$ cat config.mk
export PLATFORM = sky130hd
export DESIGN_NAME = lef_merge
export DESIGN_NICKNAME = d
export VERILOG_FILES = /design/src/rtl/lef_pkg.sv /design/src/rtl/lef_merge.sv
export SDC_FILE = /design/constraint.sdc
export NUM_CORES = 1
export LEC_CHECK = 0
export BUFFER_PORTS_ARGS = -buffer_cell sky130_fd_sc_hd__buf_2
export CAP_MARGIN = 15
export CORE_ASPECT_RATIO = 1.75
export CORE_UTILIZATION = 56
export CTS_CLUSTER_DIAMETER = 60
export CTS_CLUSTER_SIZE = 28
export DETAILED_ROUTE_END_ITERATION = 8
export GPL_TIMING_DRIVEN = 1
export PLACE_DENSITY = 0.78
export SLEW_MARGIN = 20
export SYNTH_ARGS = -nofsm -noshare
export SYNTH_HDL_FRONTEND = slang
export SYNTH_SLANG_ARGS = --single-unit
export TNS_END_PERCENT = 100
$ cat constraint.sdc
create_clock -name i_clk -period 2.93 [get_ports i_clk]
set_clock_uncertainty 0.15 [all_clocks]
set_input_delay 0.4395 -clock i_clk [delete_from_list [all_inputs] [get_ports i_clk]]
set_output_delay 0.4395 -clock i_clk [all_outputs]
set_load 0.005 [all_outputs]
$ cat src/rtl/lef_pkg.sv
package lef_pkg;

    localparam int CHANNEL_BITS       = 8;
    localparam int MAX_WIDTH          = 512;

    localparam int LINE_WIDTH_BITS    = 10;
    localparam int FRAME_HEIGHT_BITS  = 13;
    localparam int CFG_DATA_BITS      = 13;
    localparam int CFG_IDX_BITS       = 1;

    localparam logic [CFG_IDX_BITS-1:0] CFG_LINE_WIDTH   = 1'b0;
    localparam logic [CFG_IDX_BITS-1:0] CFG_FRAME_HEIGHT = 1'b1;

    localparam int LINE_WIDTH_RESET   = 512;
    localparam int FRAME_HEIGHT_RESET = 512;
    localparam int HEIGHT_LIMIT       = 4096;
    localparam int ROW_BITS           = 12;

    localparam int QDEPTH             = 4;
    localparam int QPTR_BITS          = $clog2(QDEPTH);
    localparam int QCNT_BITS          = $clog2(QDEPTH + 1);
    localparam int FLIGHT_BITS        = $clog2(QDEPTH + 3);

    typedef struct packed {
        logic emit;
        logic left;
        logic right;
        logic top;
        logic bottom;
        logic last;
    } t_edge_flags;

endpackage

$ cat src/rtl/lef_merge.sv
module lef_merge #(
    parameter int CHANNEL_BITS = lef_pkg::CHANNEL_BITS
) (
    input  logic                             i_clk,
    input  logic                             i_rst_n,
    input  logic                             i_push,
    input  logic [CHANNEL_BITS-1:0]          i_lane [0:2],
    input  logic                             i_last,
    output logic                             o_valid,
    input  logic                             i_ready,
    output logic [CHANNEL_BITS-1:0]          o_edge_red,
    output logic [CHANNEL_BITS-1:0]          o_edge_green,
    output logic [CHANNEL_BITS-1:0]          o_edge_blue,
    output logic                             o_frame_last,
    output logic [lef_pkg::QCNT_BITS-1:0]    o_count
);

    localparam int DATA_BITS = 3 * CHANNEL_BITS + 1;

    logic [DATA_BITS-1:0]            r_data [0:lef_pkg::QDEPTH-1];
    logic [lef_pkg::QPTR_BITS-1:0]   r_wr_ptr;
    logic [lef_pkg::QPTR_BITS-1:0]   r_rd_ptr;
    logic [lef_pkg::QCNT_BITS-1:0]   r_count;
    logic [DATA_BITS-1:0]            head;
    logic                            pop;

    assign pop          = o_valid && i_ready;
    assign o_valid      = (r_count != '0);
    assign o_count      = r_count;
    assign head         = r_data[r_rd_ptr];
    assign o_frame_last = head[DATA_BITS-1];
    assign o_edge_blue  = head[3*CHANNEL_BITS-1:2*CHANNEL_BITS];
    assign o_edge_green = head[2*CHANNEL_BITS-1:CHANNEL_BITS];
    assign o_edge_red   = head[CHANNEL_BITS-1:0];

    always_ff @(posedge i_clk) begin
        if (i_push) begin
            r_data[r_wr_ptr] <= {i_last, i_lane[2], i_lane[1], i_lane[0]};
        end
    end

    always_ff @(posedge i_clk) begin
        if (!i_rst_n) begin
            r_wr_ptr <= '0;
            r_rd_ptr <= '0;
            r_count  <= '0;
        end else begin
            if (i_push) begin
                r_wr_ptr <= r_wr_ptr + 1'b1;
            end
            if (pop) begin
                r_rd_ptr <= r_rd_ptr + 1'b1;
            end
            if (i_push && !pop) begin
                r_count <= r_count + 1'b1;
            end else if (pop && !i_push) begin
                r_count <= r_count - 1'b1;
            end
        end
    end

endmodule

## Yosys cells after proc, flatten, opt, wreduce, memory -nomap -nowiden

Memory sizes are Yosys's and may differ from the RTL's. A register that Yosys moved wholly into a read port is not among the register bits.
Cells that the tools add are included.

- Bits in read-only memories: 0
- Input bits: 29
- Memory bits (writable): 100
- Memories kept: 1
- Register bits: 7
- Output and inout port bits: 29
- Latch bits: 0
- Word-level logic and storage cells: 21

- Equality and inequality tests: 0
- Divide/modulo/power cells: 0
- Reductions and logical operators: 7
- Bitwise gates (word level): 0
- Multiplexer cells: 6
- Shifts and indexed selects: 0
- $add $sub $neg: 4
- Multiply operators: 0
- Magnitude comparators: 0

Memories:

| memory | words | bits a word | read ports | clocked after Yosys merged registers in | wr ports | line | RTL |
|---|---|---|---|---|---|---|---|
| r_data | 4 | 25 | 1 | 1 | 1 | lef_merge.sv:20 | `logic [DATA_BITS-1:0] r_data [0:lef_pkg::QDEPTH-1];` |

Operators by type and width:

| kind | number |
|---|---|
| $mux W3 | 2 |
| $add A2 B1 Y2 const B | 2 |
| $mux W2 | 2 |
| $add A3 B1 Y3 const B | 1 |
| $logic_and A1 B1 Y1 | 3 |
| $reduce_bool A3 Y1 | 1 |
| $sub A3 B1 Y3 const B | 1 |
| $logic_not A1 Y1 | 2 |
| $mux W1 | 2 |
| $reduce_bool A2 Y1 | 1 |

## Depth between registers and ports, before layout

- Word-level depth: 5
- Gate-level depth with buffers: 7
- Gate-level depth less buffers: 7

## Least setup slack after synthesis

Ideal clock, no wire load.

- Path type: register to register
- From: reg r_count, in the netlist o_count[1]
- To: reg r_count, in the netlist o_count[2]
- Required time: 2.704 ns
- Period minus slack after synthesis: 2.077 ns
- Library setup time: 0.076 ns
- Setup slack: 0.853 ns
- Path buffers: 0
- Stages on the path, launching flop included: 8
- Arrival time: 1.852 ns
- Cells stage by stage: dfxtp_1 -> o31ai_4 -> ha_1 -> inv_1 -> fa_1 -> xor2_1 -> or3_1 -> a21boi_0

- Cells in the longest elaborated chain, start to end: 5
- Elaborated cells on any way between the ends: 10
- Those cells by class: add/sub: 2; mux: 2; reduce/logical: 6

RTL lines:

| element | line | RTL |
|---|---|---|
| start, declared | lef_merge.sv:23 | `logic [lef_pkg::QCNT_BITS-1:0] r_count;` |
| start signal, assigned | lef_merge.sv:55 | `r_count <= r_count + 1'b1;` |
| start signal, assigned | lef_merge.sv:57 | `r_count <= r_count - 1'b1;` |
| parallel branches: the longest is 5 deep, another holds $sub A3 B1 Y3 | -- |  |

Several ways; the timed one is not identified. The select of a mux whose other input is x is not followed.
A chain may end at the register's enable or synchronous reset.

==> results.cfg <==
[floorplanning]
design.core.area_sq_um = 7180
start_util_pct = 57.4
die-area_sq_um = 7720
rows = 41
die_h_microns = 115
pin_count = 58
die_w_microns = 66.8

[placement]
portBuffers = 57
placed_area_sq_um = 4500
hpwl_microns = 4080
dp.cells = 317
globalplace.congestion = 0.686

[synthesis]
ys_warn_count = 0
synth.top_cell.area_share_pct = 72.9
synthCells = 173
yosys.area.top_type = edfxtp_1
synth_adder_area_share_pct = 2.00
synth_cell_types = 21
yosysMostFrequentCell = edfxtp_1
synth_edf_count = 100
synth_xor_area_share_pct = 1.06
synth_common_cells = 100 x edfxtp_1, 20 x mux4_2, 9 x and2_1, 9 x dfxtp_1
synth-compound-area-share_pct = 1.21
synthSimpleGateAreaFrac_pct = 1.97
synth_seq_cells = 109
syn_nets = 208
synth_seq_area_share_pct = 77.3
syn_avg_cell_area_sq_um = 23.8
synth_area_sq_um = 4120
synth_ff_type = edfxtp_1
synth_top_family_by_area = multiplexers
synthMuxAreaShare_pct = 14.6
synthTopCellsByArea = edfxtp_1 73%, mux4_2 11%, dfxtp_1 4.4%, mux4_1 3.2%, ha_1 1.5%
async_flop_share_pct = 0

[clock_tree]
hold_buffers = 0
cts_buffers = 9
cts_setup_buffers = 0
cts_resized = 0
htreeDepth = 3
cts_root_buf = clkbuf_16
path_clk_slew_ns = 0.07
cts_tree = yes
clock_latency_ns = 0.34
clockBufferDepth = 2
cts_sinks = 109

[sta]
period_share_pct = 84.0
finalSetupTns_ns = 0
relSlewSlack_pct = 70.7
hold_viol_final = 0
finalCriticalPeriod_ns = 2.46
final-setup-viol-count = 0
clock.fmax_mhz = 406
grt_setup_unrepaired = no
worstMarginPinSlew_ns = 0.440
slew_violations = 0

[global_route]
grt_max_degree = 20
grt_pass1_wl_microns = 9360
gr-total-overflow = 0
antenna_found_initial = 0
grt.total_usage_pct = 17.8
grt_pass1_vias = 1899

[setup_path]
worstSetupStartpointType = register
critical_path_class = reg -> out
worstReg2RegStart = o_count[1]$_SDFFE_PN0P_
end_kind = output pin
crit_fanout = 9
arrival_ns = 1.87
required_ns = 2.34

[pwr]
p_clk_share_pct = 30.2
combinationalPowerShare_pct = 19.8
leakagePower_nw = 1.67
p_sw_w = 0.000891
p_sw_share_pct = 23.5
p_int_w = 0.00291
power.density_nw_per_um2 = 794
peakVddDrop_mv = 0.474
p_seq_share_pct = 50.0

[finish]
drive_gt1_share_pct = 40.9
antenna_cells = 0
final-instance-count-excl-fill = 333
area_growth_syn_to_layout_pct = 16.2
stdcell_area_sq_um = 4790
nFillCells = 460
nets = 277

[routing]
wl_per_cell_microns = 18.5
vias = 1827
ant_nets = 0
drtPass1Iterations = 4
first_iter_violations = 124
via_per_inst = 5.49
wl_microns = 6160
drc = 0

[flow_run]
cap_violations = 0

[worst_hold_path]
holdCritStartpoint = i_lane[16]
hp-class = in -> reg

[status]
status = completed
## flip-flops by register name, summed over array words and instances (netlist names), named ones only
register and count:
o_count 3, r_data 100, r_rd_ptr 2, r_wr_ptr 2
## cell usage in the layout (no fill, tap or decap)
cell type   instances
a21boi_0            1
and2_1              9
buf_2              57
buf_4               7
bufinv_16           1
clkbuf_1            2
clkbuf_16           9
clkinv_2            3
clkinvlp_4          1
dfxtp_1             8
dfxtp_2             1
edfxtp_1          100
fa_1                1
ha_1                5
inv_1               3
mux2i_1             2
mux4_1              5
mux4_2             20
nor2b_1             2
o21ai_0             1
o311ai_2            1
o31ai_4             1
or3_1               2
xnor2_1             3
xor2_1              2
## cells by family after synthesis
family                     after synthesis
muxes                                   27
DFF                                    109
buffers and inverters                    9
adders and majority gates                6
and+or+nand+nor                         13
AOI/OAI and AO/OA                        4
xor gates and xnor gates                 5
## through the flow
step | setup slack, ns | power [W] | utilization, % | hold slack [ns]
3_3_place_gp | 0.786 | 0.00269 | 62.7 | 0.409
5_1_grt | 0.342 | 0.00396 | 66.6 | 0.157
6_report | 0.468 | 0.00380 | 66.6 | 0.163
4_1_cts | 0.411 | 0.00384 | 66.6 | 0.147
3_5_place_dp | 0.717 | 0.00270 | 62.7 | 0.425
2_1_floorplan | 0.853 | 0.00247 | - | 0.378
## worst max-delay path: stages, from the launching register on
cell and delay [ns]:
dfxtp_2 0.51, buf_4 0.28, mux4_1 0.60, buf_2 0.15
## power groups by stage
stage	clock network, W	registers (W)	logic [W]
floorplan	0	0.00189	0.000585
global placement	0	0.00193	0.000755
detailed placement	0	0.00194	0.000762
CTS	0.00117	0.00191	0.000765
global route	0.00121	0.00192	0.000830
finish	0.00115	0.00190	0.000751
## metal layers
layer / wire length, microns / GRT usage [%] / vias to the layer above
li1: - / - / 853
met1: 2310 / 19.3 / 908
met2: 3350 / 30.6 / 56
met3: 375 / 5.81 / 10
met4: 126 / 8.51 / 0
met5: 0 / 0 / -
## layout make-up
cell class,count,area (sq um),share of cell area (%)
clock buffers,11,233,4.86
clock inverters,5,52.6,1.10
inverters,3,11.3,0.235
multi-input cells,55,860,18.0
flip-flops and latches,109,3180,66.5
well taps,86,108,2.25
repair buffers,64,338,7.06
## path summary, 6_finish.rpt
path                            slack [ns]  cells after the start                       end
worst max-delay path                  0.47                      3            o_edge_blue[0]
worst min-delay path                  0.16                      1    r_data[1][0]$_DFFE_PP_
worst max register to register        0.70                      7   o_count[2]$_SDFFE_PN0P_
worst min register to register        0.42                      2  r_wr_ptr[1]$_SDFFE_PN0P_
(Power assumes the default switching activity.)
