**config.mk**
```make
export PLATFORM = sky130hd
export DESIGN_NAME = lef_lane
export DESIGN_NICKNAME = d
export VERILOG_FILES = /design/src/rtl/lef_pkg.sv /design/src/rtl/lef_lane.sv
export SDC_FILE = /design/constraint.sdc
export NUM_CORES = 1
export LEC_CHECK = 0
export CAP_MARGIN = 5
export CORE_UTILIZATION = 51
export DETAILED_ROUTE_END_ITERATION = 16
export DONT_BUFFER_PORTS = 1
export PLACE_DENSITY_LB_ADDON = 0.25
export SLEW_MARGIN = 40
export SYNTH_ARGS = -nofsm -noshare
export SYNTH_HDL_FRONTEND = slang
export SYNTH_SLANG_ARGS = --single-unit
export TNS_END_PERCENT = 10
```
**constraint.sdc**
```tcl
create_clock -name vclk -period 6.1
set_input_delay 0.305 -clock vclk [all_inputs]
set_output_delay 0.305 -clock vclk [all_outputs]
set_load 0.01 [all_outputs]
```
**src/rtl/lef_pkg.sv**
```systemverilog
package lef_pkg;

    localparam int CHANNEL_BITS       = 8;
    localparam int MAX_WIDTH          = 512;

    localparam int LINE_WIDTH_BITS    = 10;
    localparam int FRAME_HEIGHT_BITS  = 13;
    localparam int CFG_DATA_BITS      = 13;
    localparam int CFG_IDX_BITS       = 1;

    localparam logic [CFG_IDX_BITS-1:0] CFG_LINE_WIDTH   = 1'b0;
    localparam logic [CFG_IDX_BITS-1:0] CFG_FRAME_HEIGHT = 1'b1;

    localparam int LINE_WIDTH_RESET   = 512;
    localparam int FRAME_HEIGHT_RESET = 512;
    localparam int HEIGHT_LIMIT       = 4096;
    localparam int ROW_BITS           = 12;

    localparam int QDEPTH             = 4;
    localparam int QPTR_BITS          = $clog2(QDEPTH);
    localparam int QCNT_BITS          = $clog2(QDEPTH + 1);
    localparam int FLIGHT_BITS        = $clog2(QDEPTH + 3);

    typedef struct packed {
        logic emit;
        logic left;
        logic right;
        logic top;
        logic bottom;
        logic last;
    } t_edge_flags;

endpackage

```
**src/rtl/lef_lane.sv**
```systemverilog
module lef_lane #(
    parameter int CHANNEL_BITS = lef_pkg::CHANNEL_BITS
) (
    input  logic [CHANNEL_BITS-1:0] i_taps [0:2][0:2],
    input  lef_pkg::t_edge_flags    i_flags,
    output logic [CHANNEL_BITS-1:0] o_edge
);

    localparam int SUM_BITS = CHANNEL_BITS + 3;
    localparam int ACC_BITS = CHANNEL_BITS + 5;

    logic [1:0]                 rsel [0:2];
    logic [1:0]                 csel [0:2];
    logic [SUM_BITS-1:0]        sum;
    logic [SUM_BITS-1:0]        center8;
    logic signed [ACC_BITS-1:0] acc;

    always_comb begin
        rsel[0] = i_flags.top    ? 2'd1 : 2'd0;
        rsel[1] = 2'd1;
        rsel[2] = i_flags.bottom ? 2'd1 : 2'd2;
        csel[0] = i_flags.left   ? 2'd1 : 2'd0;
        csel[1] = 2'd1;
        csel[2] = i_flags.right  ? 2'd1 : 2'd2;
        sum = '0;
        for (int i = 0; i < 3; i++) begin
            for (int j = 0; j < 3; j++) begin
                if (!(i == 1 && j == 1)) begin
                    sum = sum + SUM_BITS'(i_taps[rsel[i]][csel[j]]);
                end
            end
        end
        center8 = {i_taps[1][1], 3'b000};
        acc = $signed({2'b00, center8}) - $signed({2'b00, sum});
        if (acc[ACC_BITS-1]) begin
            o_edge = '0;
        end else if (|acc[ACC_BITS-2:CHANNEL_BITS]) begin
            o_edge = '1;
        end else begin
            o_edge = acc[CHANNEL_BITS-1:0];
        end
    end

endmodule

```
-- Word level (Yosys, flattened, before mapping)
Cells that the tools add are included.
- register bits after elaboration: 0
- logic and storage cells: 47
- latch bits: 0
- bits in read-only memories: 0
- memories: 0
- input bits: 78
- bits in writable memories: 0
- equality and inequality tests: 0
- multipliers: 0
- bitwise operators: 4
- reduce and logical (&&, ||, !) cells: 1
- divide/modulo/power cells: 0
- order comparisons: 4
- shift-type cells: 0
- add/sub/neg operators: 8
- mux-type cells: 30
- operator list (kind ; count):
    $mux W8 ; 14
    $bmux W24 S2 ; 2
    $bmux W8 S2 ; 6
    $mux W24 ; 4
    $add A11 B8 Y11 ; 4
    $ge A3 B3 Y1 const B ; 4
    $sub A11 B11 Y12 ; 1
    $add A10 B8 Y11 ; 1
    $add A9 B8 Y10 ; 1
    $add A8 B8 Y9 ; 1
    $not A1 Y3 ; 2
    $not A2 Y3 ; 2
    $mux W2 ; 2
    $reduce_or A4 Y1 ; 1
    $mux W1 ; 2

-- Depth between registers and ports, before layout
Gate-level depths: netlist of the first run.
- depth in word-level cells: 19
- depth in mapped cells: 21

-- Worst setup path before layout of the first run
No wires, ideal clock.
- path kind: input port to output port
- start: in i_flags[2] (netlist bit)
- end: out o_edge[6]
- slack: 0.551 ns
- data arrival time: 5.244 ns
- stages on the path: 19
- path buffers: 2
- path through: buf_2 > buf_1 > mux2_2 > nand2_1 > o21ai_0 > fa_1 > inv_1 > fa_1 > fa_1 > inv_1 > fa_1 > inv_1 > ha_1 > a21oi_2 > nor2b_1 > a41oi_2 > mux2_4 > nor4_4 > a21oi_1
- longest elaborated chain between the ends: 19
- elaborated cells on any way between the ends: 22
- those cells by class: add/sub: 8; mux: 12; bitwise: 1; reduce/logical: 1
- RTL lines (what ; line ; RTL):
    from (decl) ; lef_lane.sv:5 ; input lef_pkg::t_edge_flags i_flags,
    $mux W1 (*) ; lef_lane.sv:19 ; rsel[0] = i_flags.top ? 2'd1 : 2'd0;
    $not A1 Y3 (implied by the code) (*) ; lef_lane.sv:29 ; sum = sum + SUM_BITS'(i_taps[rsel[i]][csel[j]]);
    $bmux W24 S2 (*) ; lef_lane.sv:29 ;
    $mux W24 (implied by the code) (*) (2 in a row) ; lef_lane.sv:29 ;
    $bmux W8 S2 ; lef_lane.sv:29 ;
    $mux W8 (implied by the code) (2 in a row) ; lef_lane.sv:29 ;
    $add A8 B8 Y9 ; lef_lane.sv:29 ;
    $add A9 B8 Y10 (*) ; lef_lane.sv:29 ;
    $add A10 B8 Y11 (*) ; lef_lane.sv:29 ;
    $add A11 B8 Y11 (*) (4 in a row) ; lef_lane.sv:29 ;
    $sub A11 B11 Y12 (*) ; lef_lane.sv:34 ; acc = $signed({2'b00, center8}) - $signed({2'b00, sum});
    $reduce_or A4 Y1 ; lef_lane.sv:37 ; end else if (|acc[ACC_BITS-2:CHANNEL_BITS]) begin
    $mux W8 ; lef_lane.sv:37 ;
    $mux W8 (*) ; lef_lane.sv:35 ; if (acc[ACC_BITS-1]) begin
    to (decl) ; lef_lane.sv:6 ; output logic [CHANNEL_BITS-1:0] o_edge
Every way passes the cells marked *; elsewhere a longest branch is shown, timed or not. The select of a mux whose other input is x is not followed.

-- Worst setup path in the final report of the first run
- start: in i_flags[2] (netlist bit)
- end: out o_edge[3]
The elaborated chain is that of the path after synthesis.

==> flow_summary.toml, run 1 <==
[status]
status = "completed"

[synth]
post_synth.cell_area_avg_sq_um = 8.32
synth-seq-area-share = 0
synth_area_leaders = "fa_1 (32%), mux2i_1 (11%), inv_1 (10%)"
ys_warn_count = 0
synth_top_area_cell = "fa_1"
syn_nets = 526
syn_inst = 376
ys_types = 39
synth_most_common_cell = "inv_1"
netlist_area_sq_mm = 0.00313
yosys-top-cells-count = "inv_1 (83), fa_1 (50), a21oi_1 (37)"
synth_top_area_share = 0.320

[sta]
finalSetupViolCount = 0
rsz0062_at_grt = "false"
worstMarginPinSlew_ps = 620
max_freq_mhz = 191
post-route-min-period_ps = 5250
relSlewSlack = 0.587
setup_tns_ps = 0
finalHoldViolCount = 0
finalCritPeriodShare = 0.860
finalMaxSlewViolations = 0

[routing]
drt_iter0_drc = 56
wl_per_cell_microns = 13.5
routed_wl_mm = 5.89
drtPass1Iterations = 4
remaining_drc_errors = 0
vias = 2403
drtAntennaViolNets = 0
avgViaCountPerCell = 5.52

[final_layout]
antenna_cells = 0
final_nets = 512
seqCellArea_sq_um = 0
nFlopsAndLatches = 0
nClkBuffers = 0
final_layout_size_suffix_gt1_frac = 0.0694
syn_to_final_growth_pct = 1.04

[clocking]
cts-resized-gates = 0
cts_setup_buffers = 0
cts_hold_buf = 0

[grt]
met3_usage = 0.0136
grt_max_degree = 41
use_met2 = 0.403
grt_pass1_vias = 2536
grt_overflow = 0
grt_pass1_wl_mm = 10.6
grtUsageMet1 = 0.241
antenna_found_initial = 0
grt_util_all_layers = 0.202
top_usage_layer = "met2"

[worst_setup_path]
critPathMaxFanout = 37
worst_setup_path_end_kind = "output pin"
arrival_ps = 4940
worst-setup-path-type = "primary input to output pin"
crit_required_ps = 5790
startpoint_type = "primary input"

[floorplanning]
placeableCoreArea_sq_mm = 0.00592
die_w_microns = 80.3
die_area_sq_mm = 0.00645
fp.dieH_microns = 80.3
rows = 28
boundaryPins = 86
initial_core_util = 0.528

[job]
cap_violations = 0

[placement]
io_buffers = 0
dpl.hpwl_mm = 5.11
gp_congestion = 0.830

[worst_hold_path]
min_path_type = "primary input to output pin"
==> cells in the final DEF (no fill, tap or decap), types with 2 or more instances in the layout <==
| cell | instances |
|---|---|
| xnor2_1 | 7 |
| mux2_2 | 15 |
| nand3_1 | 2 |
| nand2_1 | 15 |
| xor2_1 | 7 |
| a211oi_1 | 18 |
| mux2i_1 | 34 |
| nor2b_1 | 18 |
| inv_1 | 83 |
| nand2b_1 | 3 |
| a21oi_1 | 37 |
| ha_1 | 22 |
| o21ai_0 | 17 |
| fa_1 | 50 |
| nor2_1 | 11 |
==> per-layer routing <==
metal / part of all wire / vias to the layer above
li1: - / 1191
met1: 0.42 / 1145
met2: 0.52 / 61
met3: 0.050 / 6
met4: 0.0087 / 0
met5: 0 / -
==> area by class of cell <==
type	instances	area [sq um]
Fill cell	585	2760
Inverter	83	312
Multi-Input combinational cell	277	2750
Tap cell	75	93.8
==> critical path: stages <==
cell and delay, ps:
mux2_2 350, nand2_1 70, o21ai_0 130, fa_1 530, inv_1 50, fa_1 480, fa_1 540, inv_1 50
fa_1 470, inv_1 40, ha_1 370, a21oi_2 220, nor2b_1 80, a41oi_2 250, mux2_4 340, nor4_4 450
a21oi_1 200
==> through the flow <==
stage	cells	area, sq um	worst slack (ps)	util	hold slack [ps]
floorplan	376	3130	551	-	928
global placement	435	3160	925	0.534	815
detailed placement	435	3160	877	0.534	813
CTS	435	3160	868	0.534	817
global route	435	3160	568	0.534	842
finish	435	3160	852	0.534	810
==> final timing paths <==
| kind | startpoint | to | slack [ps] | cells after the start |
|---|---|---|---|---|
| max | i_flags[2] | o_edge[3] | 850 | 17 |
| min | i_taps[32] | o_edge[0] | 810 | 2 |
==> logic make-up (layout without fill, tap and decap cells) <==
group                      count (synthesis)  in the layout  synth area share
muxes                                     50             50             0.168
and+or+nand+nor                           57             57             0.100
adders and majority gates                 72             72             0.408
AOI/OAI and AO/OA                         83             83             0.160
xor gates and xnor gates                  15             15            0.0444
buffers and inverters                     99             83             0.119
Power of run 1 is left out: the tool's default activity adds up to more than one toggle a clock period on the data nets, which glitch-free logic cannot reach.
==> run 2: changes to the inputs <==
- ABC_AREA: not set -> 1
==> run 2 against run 1 <==
Against the previous run:
- wire length is 20% higher
- cell area is 3.2% higher
- count of clock-buffer cells in the layout stayed put
- highest routed layer unchanged
- sequential share of layout area stayed put
- worst setup slack better by 310 ps
==> flow_summary.toml, run 2 <==
[synth]
synth_top_area_share = 0.311
post_synth.cell_area_avg_sq_um = 6.48
yosys-top-cells-count = "inv_1 (120), nand2_1 (116), fa_1 (50)"
netlist_area_sq_mm = 0.00322
syn_nets = 647
synth_area_leaders = "fa_1 (31%), inv_1 (14%), nand2_1 (14%)"
synth_most_common_cell = "inv_1"
ys_types = 31
syn_inst = 497
synth-seq-area-share = 0
synth_top_area_cell = "fa_1"
ys_warn_count = 0

[clocking]
cts_setup_buffers = 0
cts_hold_buf = 0
cts-resized-gates = 0

[placement]
dpl.hpwl_mm = 5.93
gp_congestion = 0.892
io_buffers = 0

[floorplanning]
die_w_microns = 81.4
fp.dieH_microns = 81.4
boundaryPins = 86
initial_core_util = 0.537
die_area_sq_mm = 0.00663
rows = 28
placeableCoreArea_sq_mm = 0.00599

[sta]
rsz0062_at_grt = "false"
relSlewSlack = 0.647
finalHoldViolCount = 0
post-route-min-period_ps = 4940
finalCritPeriodShare = 0.810
finalSetupViolCount = 0
finalMaxSlewViolations = 0
worstMarginPinSlew_ps = 526
max_freq_mhz = 202
setup_tns_ps = 0
timing.hold.ws_ps = 806

[routing]
remaining_drc_errors = 0
drt_iter0_drc = 89
routed_wl_mm = 7.06
drtPass1Iterations = 4
drtAntennaViolNets = 0
vias = 2938
avgViaCountPerCell = 5.27
wl_per_cell_microns = 12.7

[final_layout]
nClkBuffers = 0
finalCoreUtilization = 0.544
final_common_cell = "inv_1"
final_nets = 635
nFlopsAndLatches = 0
final_layout_size_suffix_gt1_frac = 0.0476
syn_to_final_growth_pct = 1.28
seqCellArea_sq_um = 0
antenna_cells = 0
n_fill_cell = 638
final_cell_mix = "inv_1 (120), nand2_1 (116), fa_1 (50), o21ai_0 (46), a21oi_1 (35)"

[grt]
grt_util_all_layers = 0.234
grt_pass1_vias = 2909
grt_overflow = 0
grt_max_degree = 33
grt_pass1_wl_mm = 12.2
antenna_found_initial = 0

[worst_setup_path]
crit_top_cell = "fa_1"
arrival_ps = 4630
crit_path_top_delay_cell = "fa_1"
worst_setup_path_end_kind = "output pin"
critPathMaxFanout = 22
worstPathCellList = "clkinv_1, buf_4, nand2_1, o21ai_0, nor2_1, a21oi_1, fa_1, fa_1, inv_1, fa_1, inv_1, fa_1, inv_1, ha_1, nand2_1, nor2_1, nand3_1, nand3_1, nand2_1, nand3_2, nor2_4, a21oi_1"
worst-setup-path-type = "primary input to output pin"
slowest_delay_ps = 520
startpoint_type = "primary input"
crit_start = "i_flags[1]"
crit_required_ps = 5790

[worst_hold_path]
min-delay-start = "i_taps[32]"
min_path_type = "primary input to output pin"

[job]
cap_violations = 0

[status]
status = "completed"
[run 2: changes by cell type after synthesis, moves of 5 or more]
cell | previous run | this run
buf_2 | 1 | 6
mux2i_1 | 34 | 0
a211oi_1 | 18 | 0
inv_1 | 83 | 120
nand2_1 | 15 | 116
a22oi_1 | 0 | 7
nand2_2 | 0 | 8
buf_1 | 7 | 1
nor2b_1 | 18 | 0
o21ai_0 | 17 | 46
nor2_1 | 11 | 17
mux2_2 | 15 | 0
nand3_1 | 2 | 13
[run 2: worst paths after layout]
path,to,slack (ps),depth (start not counted)
worst max-delay path,o_edge[4],1160,22
worst min-delay path,o_edge[0],810,2
[run 2: cells by family after synthesis]
| kind of cell | share of synthesized area |
|---|---|
| buffers and inverters | 0.170 |
| and+or+nand+nor | 0.218 |
| adders and majority gates | 0.397 |
| AOI/OAI and AO/OA | 0.180 |
| xor gates and xnor gates | 0.0354 |
[run 2: stage by stage]
step | instances | area, sq um | setup slack (ps)
CTS | 558 | 3260 | 1130
finish | 558 | 3260 | 1160
global route | 558 | 3260 | 804
detailed placement | 558 | 3260 | 1140
global placement | 558 | 3260 | 1220
floorplan | 497 | 3220 | 1510
[run 2: worst max-delay path, delay by kind of cell]
family / cells / cell delay, ps
compound gates: 3 / 440
fa+ha+maj: 5 / 2270
buf+inv: 5 / 760
simple gates: 9 / 810
[run 2: area by class of cell]
type               count  area, sq um  share of cell area
well taps             75         93.8              0.0288
multi-input cells    354         2670               0.819
inverters            126          473               0.145
repair buffers         3         22.5             0.00691
[run 2: routing by layer]
metal,routed length [microns],up-vias,part of all wire,track usage
met3,454,4,0.064,0.0211
li1,-,1493,-,-
met5,0,-,0,0
met1,3010,1366,0.43,0.281
met2,3560,75,0.50,0.463
met4,36,0,0.0051,0.0143
Power of run 2 is left out for the same reason.
==> run 3: changes to the inputs <==
- ABC_AREA: 1 -> 0
- clock period: 6.1 -> 4.2 ns (I/O delays scaled with it)
==> run 3 against run 2 <==
Against the previous run:
- the run now ends with setup timing left
- largest cell class unchanged
- global-route usage fell by 1.0 points
- via count fell by 12%
- non-clock buffer count rose by 32
==> flow_summary.toml, run 3 (synthesis results as in run 1) <==
[placement]
dp_cells = 468
dp_slack_ps = -436
dpl.hpwl_mm = 5.59
io_buffers = 0
gp_congestion = 0.808

[sta]
worstMarginPinSlew_ps = 311
finalSetupViolCount = 8
relSlewSlack = 0.791
post-route-min-period_ps = 4550
rsz0062_at_grt = "true"
finalMaxSlewViolations = 0
finalCritPeriodShare = 1.08
worst_slack_ps = -348
max_freq_mhz = 220
finalHoldViolCount = 0

[grt]
grt_util_all_layers = 0.223
grt_pass1_wl_mm = 11.5
grt_max_degree = 41
antenna_found_initial = 0
grt_overflow = 0
grt_pass1_vias = 2746

[worst_hold_path]
min_path_type = "primary input to output pin"
hold_depth = 2

[final_layout]
final_layout_size_suffix_gt1_frac = 0.228
finalCoreUtilization = 0.613
n_fill_cell = 542
final_common_cell = "inv_1"
fin_cells = 470
nFlopsAndLatches = 0
final_cell_mix = "inv_1 (82), fa_1 (50), buf_4 (33), mux2i_1 (32), a21oi_1 (22)"
syn_to_final_growth_pct = 16.1
seqCellArea_sq_um = 0
nClkBuffers = 0
antenna_cells = 0
final_nets = 547

[floorplanning]
boundaryPins = 86
die_area_sq_mm = 0.00645
die_w_microns = 80.3
rows = 28
placeableCoreArea_sq_mm = 0.00592
fp.dieH_microns = 80.3
initial_core_util = 0.528

[routing]
drtAntennaViolNets = 0
remaining_drc_errors = 0
wl_per_cell_microns = 14.1
avgViaCountPerCell = 5.50
routed_wl_mm = 6.65
drtPass1Iterations = 4
drt_iter0_drc = 36
vias = 2586

[worst_setup_path]
critPathCapture = "o_edge[0]"
worst_setup_path_end_kind = "output pin"
startpoint_type = "primary input"
crit_required_ps = 3990
critPathMaxFanout = 32
crit_start = "i_flags[1]"
arrival_ps = 4340
worst-setup-path-type = "primary input to output pin"

[job]
cap_violations = 0

[status]
status = "finished, violations left"
violations = "setup timing"

[clocking]
cts_hold_buf = 0
run 3: how the worst min path moves through the flow:
| stage | startpoint | endpoint | slack [ps] |
|---|---|---|---|
| 3_3_place_gp | i_taps[32] | o_edge[0] | 630 |
| 5_1_grt | i_taps[32] | o_edge[0] | 630 |
| 3_5_place_dp | i_taps[32] | o_edge[0] | 620 |
| 4_1_cts | i_taps[32] | o_edge[0] | 620 |
| 6_report | i_taps[32] | o_edge[0] | 620 |
| 2_1_floorplan | i_taps[32] | o_edge[0] | 730 |
run 3: what timing repair did:
action	in CTS	in global routing
pin swaps	11	7
gates resized for setup	7	6
endpoints found under the setup margin	8	8
setup buffers	1	1
hold endpoints to repair	0	0
run 3: routing by layer:
layer	wire length (microns)	global-route usage
met1	2680	0.249
met2	3550	0.461
met3	345	0.0250
met4	75	0.0196
met5	0	0
run 3: area by class of cell:
cell class                      count  area (sq um)  area share
Timing Repair Buffer               35           279      0.0769
Tap cell                           75          93.8      0.0259
Inverter                           83           312      0.0858
Multi-Input combinational cell    277          2950       0.811
run 3: stage by stage:
| step | hold slack [ps] | instance area, sq um | TNS, ps |
|---|---|---|---|
| after floorplan | 727 | 3350 | -4690 |
| after global placement | 626 | 3560 | -2800 |
| after detailed placement | 619 | 3560 | -3470 |
| after CTS | 623 | 3610 | -2630 |
| after global routing | 628 | 3630 | -4550 |
| final | 621 | 3630 | -2760 |
run 3: worst max-delay path, stage by stage:
cell and delay, ps:
mux2i_4 180, a21oi_2 140, inv_1 70, fa_1 530, inv_1 50, fa_1 470
inv_1 50, fa_1 510, inv_1 60, fa_1 520, inv_2 50, ha_4 280
nand2_2 50, o21ai_2 160, a41oi_2 180, a311o_1 330, nor4_4 220, buf_6 180
a21oi_2 80
Power of run 3 is left out for the same reason.
